$ cat src/rtl/quaternion_to_rotation_matrix_macros.svh
// Assertion macros shared by the quaternion to rotation matrix RTL.
`ifndef QUATERNION_TO_ROTATION_MATRIX_MACROS_SVH
`define QUATERNION_TO_ROTATION_MATRIX_MACROS_SVH

// Implication checked in the same cycle, disabled during reset.
`define QDCM_ASSERT(lbl, ante, cons) \
  lbl: assert property (@(posedge clk) disable iff (!rst_n) (ante) |-> (cons)) \
    else $error("qdcm assertion failed");

// Implication checked in the following cycle, active also during reset.
`define QDCM_ASSERT_NEXT(lbl, ante, cons) \
  lbl: assert property (@(posedge clk) (ante) |=> (cons)) \
    else $error("qdcm assertion failed");

`endif

$ cat src/rtl/qdcm_pkg.sv
// Package with widths and types for the quaternion to rotation matrix pipeline.
package qdcm_pkg;
  localparam int IN_W     = 16;
  localparam int OUT_W    = 16;
  localparam int OUT_FRAC = OUT_W - 2;
  localparam int NENT     = 9;
  localparam int NCOMP    = 4;
  localparam int PROD_W   = 2 * IN_W;
  localparam int SUM_W    = PROD_W + 1;
  localparam int NUM_W    = PROD_W + 2;
  localparam int ROOT_W   = (SUM_W + 1) / 2;
  localparam int REM_W    = ROOT_W + 4;
  localparam int EPS_W    = 8;
  localparam int D_W      = ROOT_W;
  localparam int D2_W     = 2 * D_W;
  localparam int MAG_W    = NUM_W - 1;
  localparam int QB       = OUT_W;
  localparam int DW       = D2_W + QB;

  localparam logic [OUT_W-1:0] OUT_ONE = OUT_W'(1) << OUT_FRAC;

  typedef logic signed [NUM_W-1:0] num_t;
  typedef num_t [NENT-1:0] num_vec_t;
endpackage

$ cat src/rtl/qdcm_div.sv
// One matrix entry lane: pipelined rounded division by the squared norm with saturation.
`include "quaternion_to_rotation_matrix_macros.svh"

module qdcm_div (
  input  logic                       clk,
  input  logic                       rst_n,
  input  logic                       adv,
  input  logic                       in_valid,
  input  qdcm_pkg::num_t             in_num,
  input  logic [qdcm_pkg::D2_W-1:0]  in_d2,
  output logic                       out_valid,
  output logic [qdcm_pkg::OUT_W-1:0] out_ent
);
  import qdcm_pkg::*;

  logic             neg;
  logic [MAG_W-1:0] mag;

  logic             v_r    [QB+1];
  logic [DW-1:0]    n_r    [QB+1];
  logic [D2_W-1:0]  d2_r   [QB+1];
  logic [QB-1:0]    q_r    [QB+1];
  logic             neg_r  [QB+1];
  logic             sat_r  [QB+1];
  logic             zero_r [QB+1];

  logic             res_v_r;
  logic [OUT_W-1:0] res_r, res_nxt, mq;

  assign neg = in_num[NUM_W-1];
  assign mag = MAG_W'(neg ? -in_num : in_num);

  always_ff @(posedge clk) begin
    if (!rst_n) begin
      v_r[0] <= 1'b0;
    end else if (adv) begin
      v_r[0] <= in_valid;
    end
  end

  always_ff @(posedge clk) begin
    if (adv) begin
      n_r[0]    <= (DW'(mag) << OUT_FRAC) + DW'(in_d2 >> 1);
      d2_r[0]   <= in_d2;
      q_r[0]    <= '0;
      neg_r[0]  <= neg;
      sat_r[0]  <= DW'(mag) >= (DW'(in_d2) << 1);
      zero_r[0] <= in_d2 == '0;
    end
  end

  for (genvar j = 1; j <= QB; j++) begin : g_step
    logic [DW-1:0] dsh;
    logic          take;

    assign dsh  = DW'(d2_r[j-1]) << (QB - j);
    assign take = n_r[j-1] >= dsh;

    always_ff @(posedge clk) begin
      if (!rst_n) begin
        v_r[j] <= 1'b0;
      end else if (adv) begin
        v_r[j] <= v_r[j-1];
      end
    end

    always_ff @(posedge clk) begin
      if (adv) begin
        n_r[j]    <= take ? n_r[j-1] - dsh : n_r[j-1];
        d2_r[j]   <= d2_r[j-1];
        q_r[j]    <= q_r[j-1] | (QB'(take) << (QB - j));
        neg_r[j]  <= neg_r[j-1];
        sat_r[j]  <= sat_r[j-1];
        zero_r[j] <= zero_r[j-1];
      end
    end
  end

  always_comb begin
    mq = (sat_r[QB] || (q_r[QB] > OUT_ONE)) ? OUT_ONE : q_r[QB];
    if (zero_r[QB]) begin
      res_nxt = '0;
    end else if (neg_r[QB]) begin
      res_nxt = -mq;
    end else begin
      res_nxt = mq;
    end
  end

  always_ff @(posedge clk) begin
    if (!rst_n) begin
      res_v_r <= 1'b0;
    end else if (adv) begin
      res_v_r <= v_r[QB];
    end
  end

  always_ff @(posedge clk) begin
    if (adv) begin
      res_r <= res_nxt;
    end
  end

  assign out_valid = res_v_r;
  assign out_ent   = res_r;

  `QDCM_ASSERT(a_ent_range, res_v_r,
    ($signed(res_r) <= $signed(OUT_ONE)) && ($signed(res_r) >= -$signed(OUT_ONE)))
  `QDCM_ASSERT(a_zero_div, v_r[QB] && zero_r[QB], res_nxt == '0)
endmodule

$ cat config.mk
export PLATFORM = sky130hd
export DESIGN_NAME = qdcm_div
export DESIGN_NICKNAME = d
export VERILOG_FILES = /design/src/rtl/qdcm_pkg.sv /design/src/rtl/qdcm_div.sv
export VERILOG_INCLUDE_DIRS = /design/src /design/src/rtl
export SDC_FILE = /design/constraint.sdc
export NUM_CORES = 2
export LEC_CHECK = 0
export ABC_AREA = 1
export BUFFER_PORTS_ARGS = -buffer_cell sky130_fd_sc_hd__buf_2
export CAP_MARGIN = 20
export CORE_MARGIN = 2
export CORE_UTILIZATION = 38
export CTS_CLUSTER_DIAMETER = 40
export DETAILED_ROUTE_END_ITERATION = 16
export PLACE_DENSITY = 0.5
export SLEW_MARGIN = 20
export SYNTH_ARGS = -nofsm -noshare
export SYNTH_HDL_FRONTEND = slang
export SYNTH_SLANG_ARGS = --single-unit
$ cat constraint.sdc
create_clock -name clk -period 6.7 [get_ports clk]
set_input_delay 1.005 -clock clk [delete_from_list [all_inputs] [get_ports clk]]
set_output_delay 1.005 -clock clk [all_outputs]
set_load 0.01 [all_outputs]
; Word-level counts from Yosys, hierarchy flattened
; Memories as Yosys holds them, arrays and structs flattened. A register that Yosys moved wholly into a read port is not among the register bits.
; Cells that the tools add are included.
[op_classes]
add_sub_neg = 19
n_mul = 0
n_div = 0
n_lt_le_gt_ge = 18
n_eq_ne = 0
shift = 0
muxes = 41
bitwise = 33
reduce_logical = 3
[op_table]
columns = cell, count
row1 = 2-to-1 mux 50 bit, 16
row2 = greater-or-equal comparator 50 x 34 -> 1 bit, 1
row3 = greater-or-equal comparator 50 x 35 -> 1 bit, 1
row4 = greater-or-equal comparator 50 x 36 -> 1 bit, 1
row5 = greater-or-equal comparator 50 x 37 -> 1 bit, 1
row6 = greater-or-equal comparator 50 x 38 -> 1 bit, 1
row7 = greater-or-equal comparator 50 x 39 -> 1 bit, 1
row8 = greater-or-equal comparator 50 x 40 -> 1 bit, 1
row9 = greater-or-equal comparator 50 x 41 -> 1 bit, 1
row10 = greater-or-equal comparator 50 x 42 -> 1 bit, 1
row11 = greater-or-equal comparator 50 x 43 -> 1 bit, 1
row12 = greater-or-equal comparator 50 x 44 -> 1 bit, 1
row13 = greater-or-equal comparator 50 x 45 -> 1 bit, 1
row14 = greater-or-equal comparator 50 x 46 -> 1 bit, 1
row15 = greater-or-equal comparator 50 x 47 -> 1 bit, 1
row16 = greater-or-equal comparator 50 x 48 -> 1 bit, 1
row17 = greater-or-equal comparator 50 x 49 -> 1 bit, 1
row18 = subtractor 50 x 34 -> 50 bit, 1
row19 = subtractor 50 x 35 -> 50 bit, 1
row20 = subtractor 50 x 36 -> 50 bit, 1
row21 = subtractor 50 x 37 -> 50 bit, 1
row22 = subtractor 50 x 38 -> 50 bit, 1
row23 = subtractor 50 x 39 -> 50 bit, 1
row24 = subtractor 50 x 40 -> 50 bit, 1
row25 = other kinds (37), 75
[totals]
reg_bits = 16
latchBits = 0
ramBits = 1768
romBits = 0
input_bits = 72
output_inout_bits = 17
elab_cells = 122
mem_count = 7
[memory_table]
columns = name, depth, word_bits, read_ports, rd_ports_with_merged_regs, wr, line_no
row1 = n_r, 17, 50, 16, 0, 17, qdcm_div.sv:20  ; logic [DW-1:0] n_r [QB+1];
row2 = d2_r, 17, 34, 16, 0, 17, qdcm_div.sv:21  ; logic [D2_W-1:0] d2_r [QB+1];
row3 = q_r, 17, 16, 17, 0, 17, qdcm_div.sv:22  ; logic [QB-1:0] q_r [QB+1];
row4 = neg_r, 17, 1, 17, 0, 17, qdcm_div.sv:23  ; logic neg_r [QB+1];
row5 = sat_r, 17, 1, 17, 0, 17, qdcm_div.sv:24  ; logic sat_r [QB+1];
row6 = v_r, 17, 1, 17, 1, 17, qdcm_div.sv:19  ; logic v_r [QB+1];
row7 = +1 memories, -, -, -, -, -, -

; Logic depth before layout (Yosys ltp)
; An unclocked memory read counts as a cell.
[logic_depth]
ltp_word = 6
depth_mapped = 21
ltp_nobuf = 21

; Worst setup path after synthesis
; No wires, ideal clock.
[synth_timing]
kind = in2reg
startpoint = input in_num[33]
endpoint = memory n_r[0][45] (netlist name) (data pin)
setup_ps = 249
t_arrival_ps = 3410
t_required_ps = 6451
setup_slack_ps = 3040
cell_stages = 18
path_buffers = 2
path_cell_list = clkbuf_1 > clkbuf_1 > inv_1 > nor2_1 > a21oi_1 > xnor2_1 > ha_1 > nand2_1 > nor2_1 > nand2_1 > inv_1 > nand4_1 > nand3_1 > nand3_1 > nor2_1 > nand4_1 > nand2_1 > inv_1
[synth_rtl]
columns = item, line_no
row1 = from (decl), qdcm_div.sv:9  ; input qdcm_pkg::num_t in_num,
row2 = to (decl), qdcm_div.sv:20

==> metrics <==
core footprint=249000 um2; die area=254000 um2; GRT Total Usage=29.1%; vias in the first global route=80600; Max-Cap Viols=0; power consumption=50.9 mW; root buffer cell=clkbuf_16; Residual DRC=0; first-pass GRT wire length=549000 um; Avg Inst Size Synth=8.22 um2; GRT Residual Overflow=0; Starting Density=38.2%; Hold Slack=336 ps; RSZ-0062 raised after global routing=no; status=finished, final reports clean; worst vdd ir=0.335 mV; Worst Hold Class=in -> reg; DP Worst Slack=2000 ps; Critical Path Fanout Max=43; HPWL after DPL=315000 um; critical path arrival=5320 ps; Synth Area in Simple Gates=22.8%; post-CTS setup buffers=0; Worst Tran Pin Value=1130 ps; CTS Hold Bufs=0; max incr delay on CP=740 ps; WL/cell=24.6 um; synth warn=0; Seq cells post-synth=1430; Multi-input gate area=45000 um2; Unique masters post-synth=60; period utilisation layout=71.2%; asr flop ratio synth=0%; Critical Path RT=7250 ps; Fin Setup TNS=0 ps; layout cell share with drive strength beyond 1=7.21%; DP Area=99300 um2; buffer depth of the longest clock path=4; Mapped Area=95000 um2; pin count of the biggest net entering global routing=164; detailed router's first-iteration violation count=6987; I/O Pins=89; initial antenna violation count=17; Post-Layout Inst Area=109000 um2; xor/xnor share of the synthesized area=4.15%; setup slack after layout=1930 ps; Nets=12600; clock slew seen by the registers of the worst setup and hold paths=60 ps; CP delay by family, top=buffers and inverters; Routed Antenna Nets=0; Pwr per Cell Area=466 nW/um2; WS Path Type=reg -> reg; Die W=504 um; vias=82100; Worst-Skew Late Latency=940 ps; DP Cell Count=14900; Die Ht=504 um; maximum clock rate=0.210 GHz; Hold Fails Final Rpt=0; Startpoint Class=flop; Slew Limit Fails=0; Util after Layout=43.9%; via/cell ratio=5.32; Post-Layout Cell Count=15400; post-cts resize count=0; multiplexer share of the synthesized area=0%; drt first pass iters=8; Row Count=183; Worst slew margin=24.0%; # setup viols final=0; leak pwr=45.6 nW; Num CTS Buffers=296; CTS Sinks=1430; Main synth FF type=edfxtp_1; Seq/Total Area, Yosys=45.2%; crit path cell chain=inv_1, ha_1, a21oi_1, nand2_1, a21oi_2, o21bai_2, nand3_1, nand4_1, inv_2, buf_4, o21ai_0; Buf/Inv on CP=3; combinational family with the most area after synthesis=simple AND/OR/NAND/NOR gates; fillers=25000; critical path endpoint category=flop; Routability Congestion=0.958; Post-Synth Adder-Cell Area=8.18%; syn nets=12200; Post-synth EDFFs=1428; CTS H-tree depth=5; layout overhead on the synthesized area=14.9%; Syn Inst Count=11600; CTS tree=yes; compound-cell area share of the yosys netlist=12.3%; Worst path slowest cell=inv_2; IO buf count=88; register area=42900 um2; Tmin final=4770 ps; final WL=380000 um; skew final=88.9 ps
[synthesized netlist by cell type, types with 72 or more instances]
cell type | instances | area share, %
a21o_1 | 82 | 0.65
nor2_1 | 1325 | 5.2
ha_1 | 596 | 7.8
nand2_1 | 2833 | 11
xor2_1 | 194 | 1.8
o21bai_1 | 72 | 0.57
nand3b_1 | 83 | 0.66
nor3_1 | 126 | 0.66
o21ai_0 | 618 | 3.3
a21oi_1 | 784 | 4.1
nand4_1 | 152 | 1.0
inv_1 | 1644 | 6.5
edfxtp_1 | 1428 | 45
xnor2_1 | 256 | 2.4
o21ai_1 | 155 | 0.82
nand3_1 | 523 | 2.8
[layout make-up]
cell class,count,area share (%)
Clock buffer,323,6.95
Inverter,1661,5.71
Sequential cell,1430,39.3
Multi-Input combinational cell,8343,41.2
Clock inverter,193,2.11
Antenna cell,19,0.0435
Tap cell,3330,3.81
Timing Repair Buffer,136,0.850
[flip-flops by register name, indices dropped and copies added (netlist names)]
register / flops
q_r: 136
d2_r: 544
v_r: 17
zero_r: 17
out_ent: 16
n_r: 665
neg_r: 17
out_valid: 1
sat_r: 17
[where the power goes]
part           internal [mW]  switching (mW)
registers               12.8            2.06
logic                   6.83            14.4
clock network           9.59            5.12
[routing by layer]
layer  vias up  global-route usage [%]  routed length (um)
li1      39600                       -                   -
met5         -                       0                   0
met4         0                    10.9               16000
met1     39500                    37.8              164000
met3       608                    3.82               18300
met2      2424                    49.4              182000
[placed cells by master (no fill, tap or decap), types with 49 or more instances in the layout]
master / instances
xor2_1: 194
o21ai_0: 618
o21a_1: 49
nand2_1: 2833
buf_2: 87
a21o_1: 82
nor4_1: 60
or2_2: 57
o21bai_1: 72
a31oi_1: 71
inv_1: 1644
o21ai_2: 67
nor3_1: 126
ha_1: 596
edfxtp_1: 1428
a21oi_1: 784
nand3b_1: 83
a21oi_2: 68
nand3_1: 523
clkbuf_16: 300
o21ai_1: 155
xnor2_1: 256
nor2_1: 1325
nand4_1: 152
[tightest hold or removal path: stages]
cell	delay [ps]
buf_2	110
nand3_1	70
o21ai_0	60
[worst paths after layout]
kind / slack [ps] / start / cells past startpoint / to
max: 1930 / d2_r[0][410]$_DFFE_PP_ / 11 / n_r[0][654]$_DFFE_PP_
min: 340 / rst_n / 3 / v_r[16]$_DFF_P_
max reg2reg: 1930 / d2_r[0][410]$_DFFE_PP_ / 11 / n_r[0][654]$_DFFE_PP_
min reg2reg: 400 / zero_r[0][5]$_DFFE_PP_ / 0 / zero_r[0][6]$_DFFE_PP_
[logic make-up (layout without fill, tap and decap cells)]
kind of cell | count (synthesis) | in the layout
AND/OR/NAND/NOR | 5224 | 5224
AO/OA/AOI/OAI | 2057 | 2057
buffers and inverters | 1781 | 2313
flip-flops | 1430 | 1430
adder cells (fa/ha/maj) | 612 | 612
XOR/XNOR | 450 | 450
other | 0 | 19
Note: power is estimated with default switching activity, not from simulation.
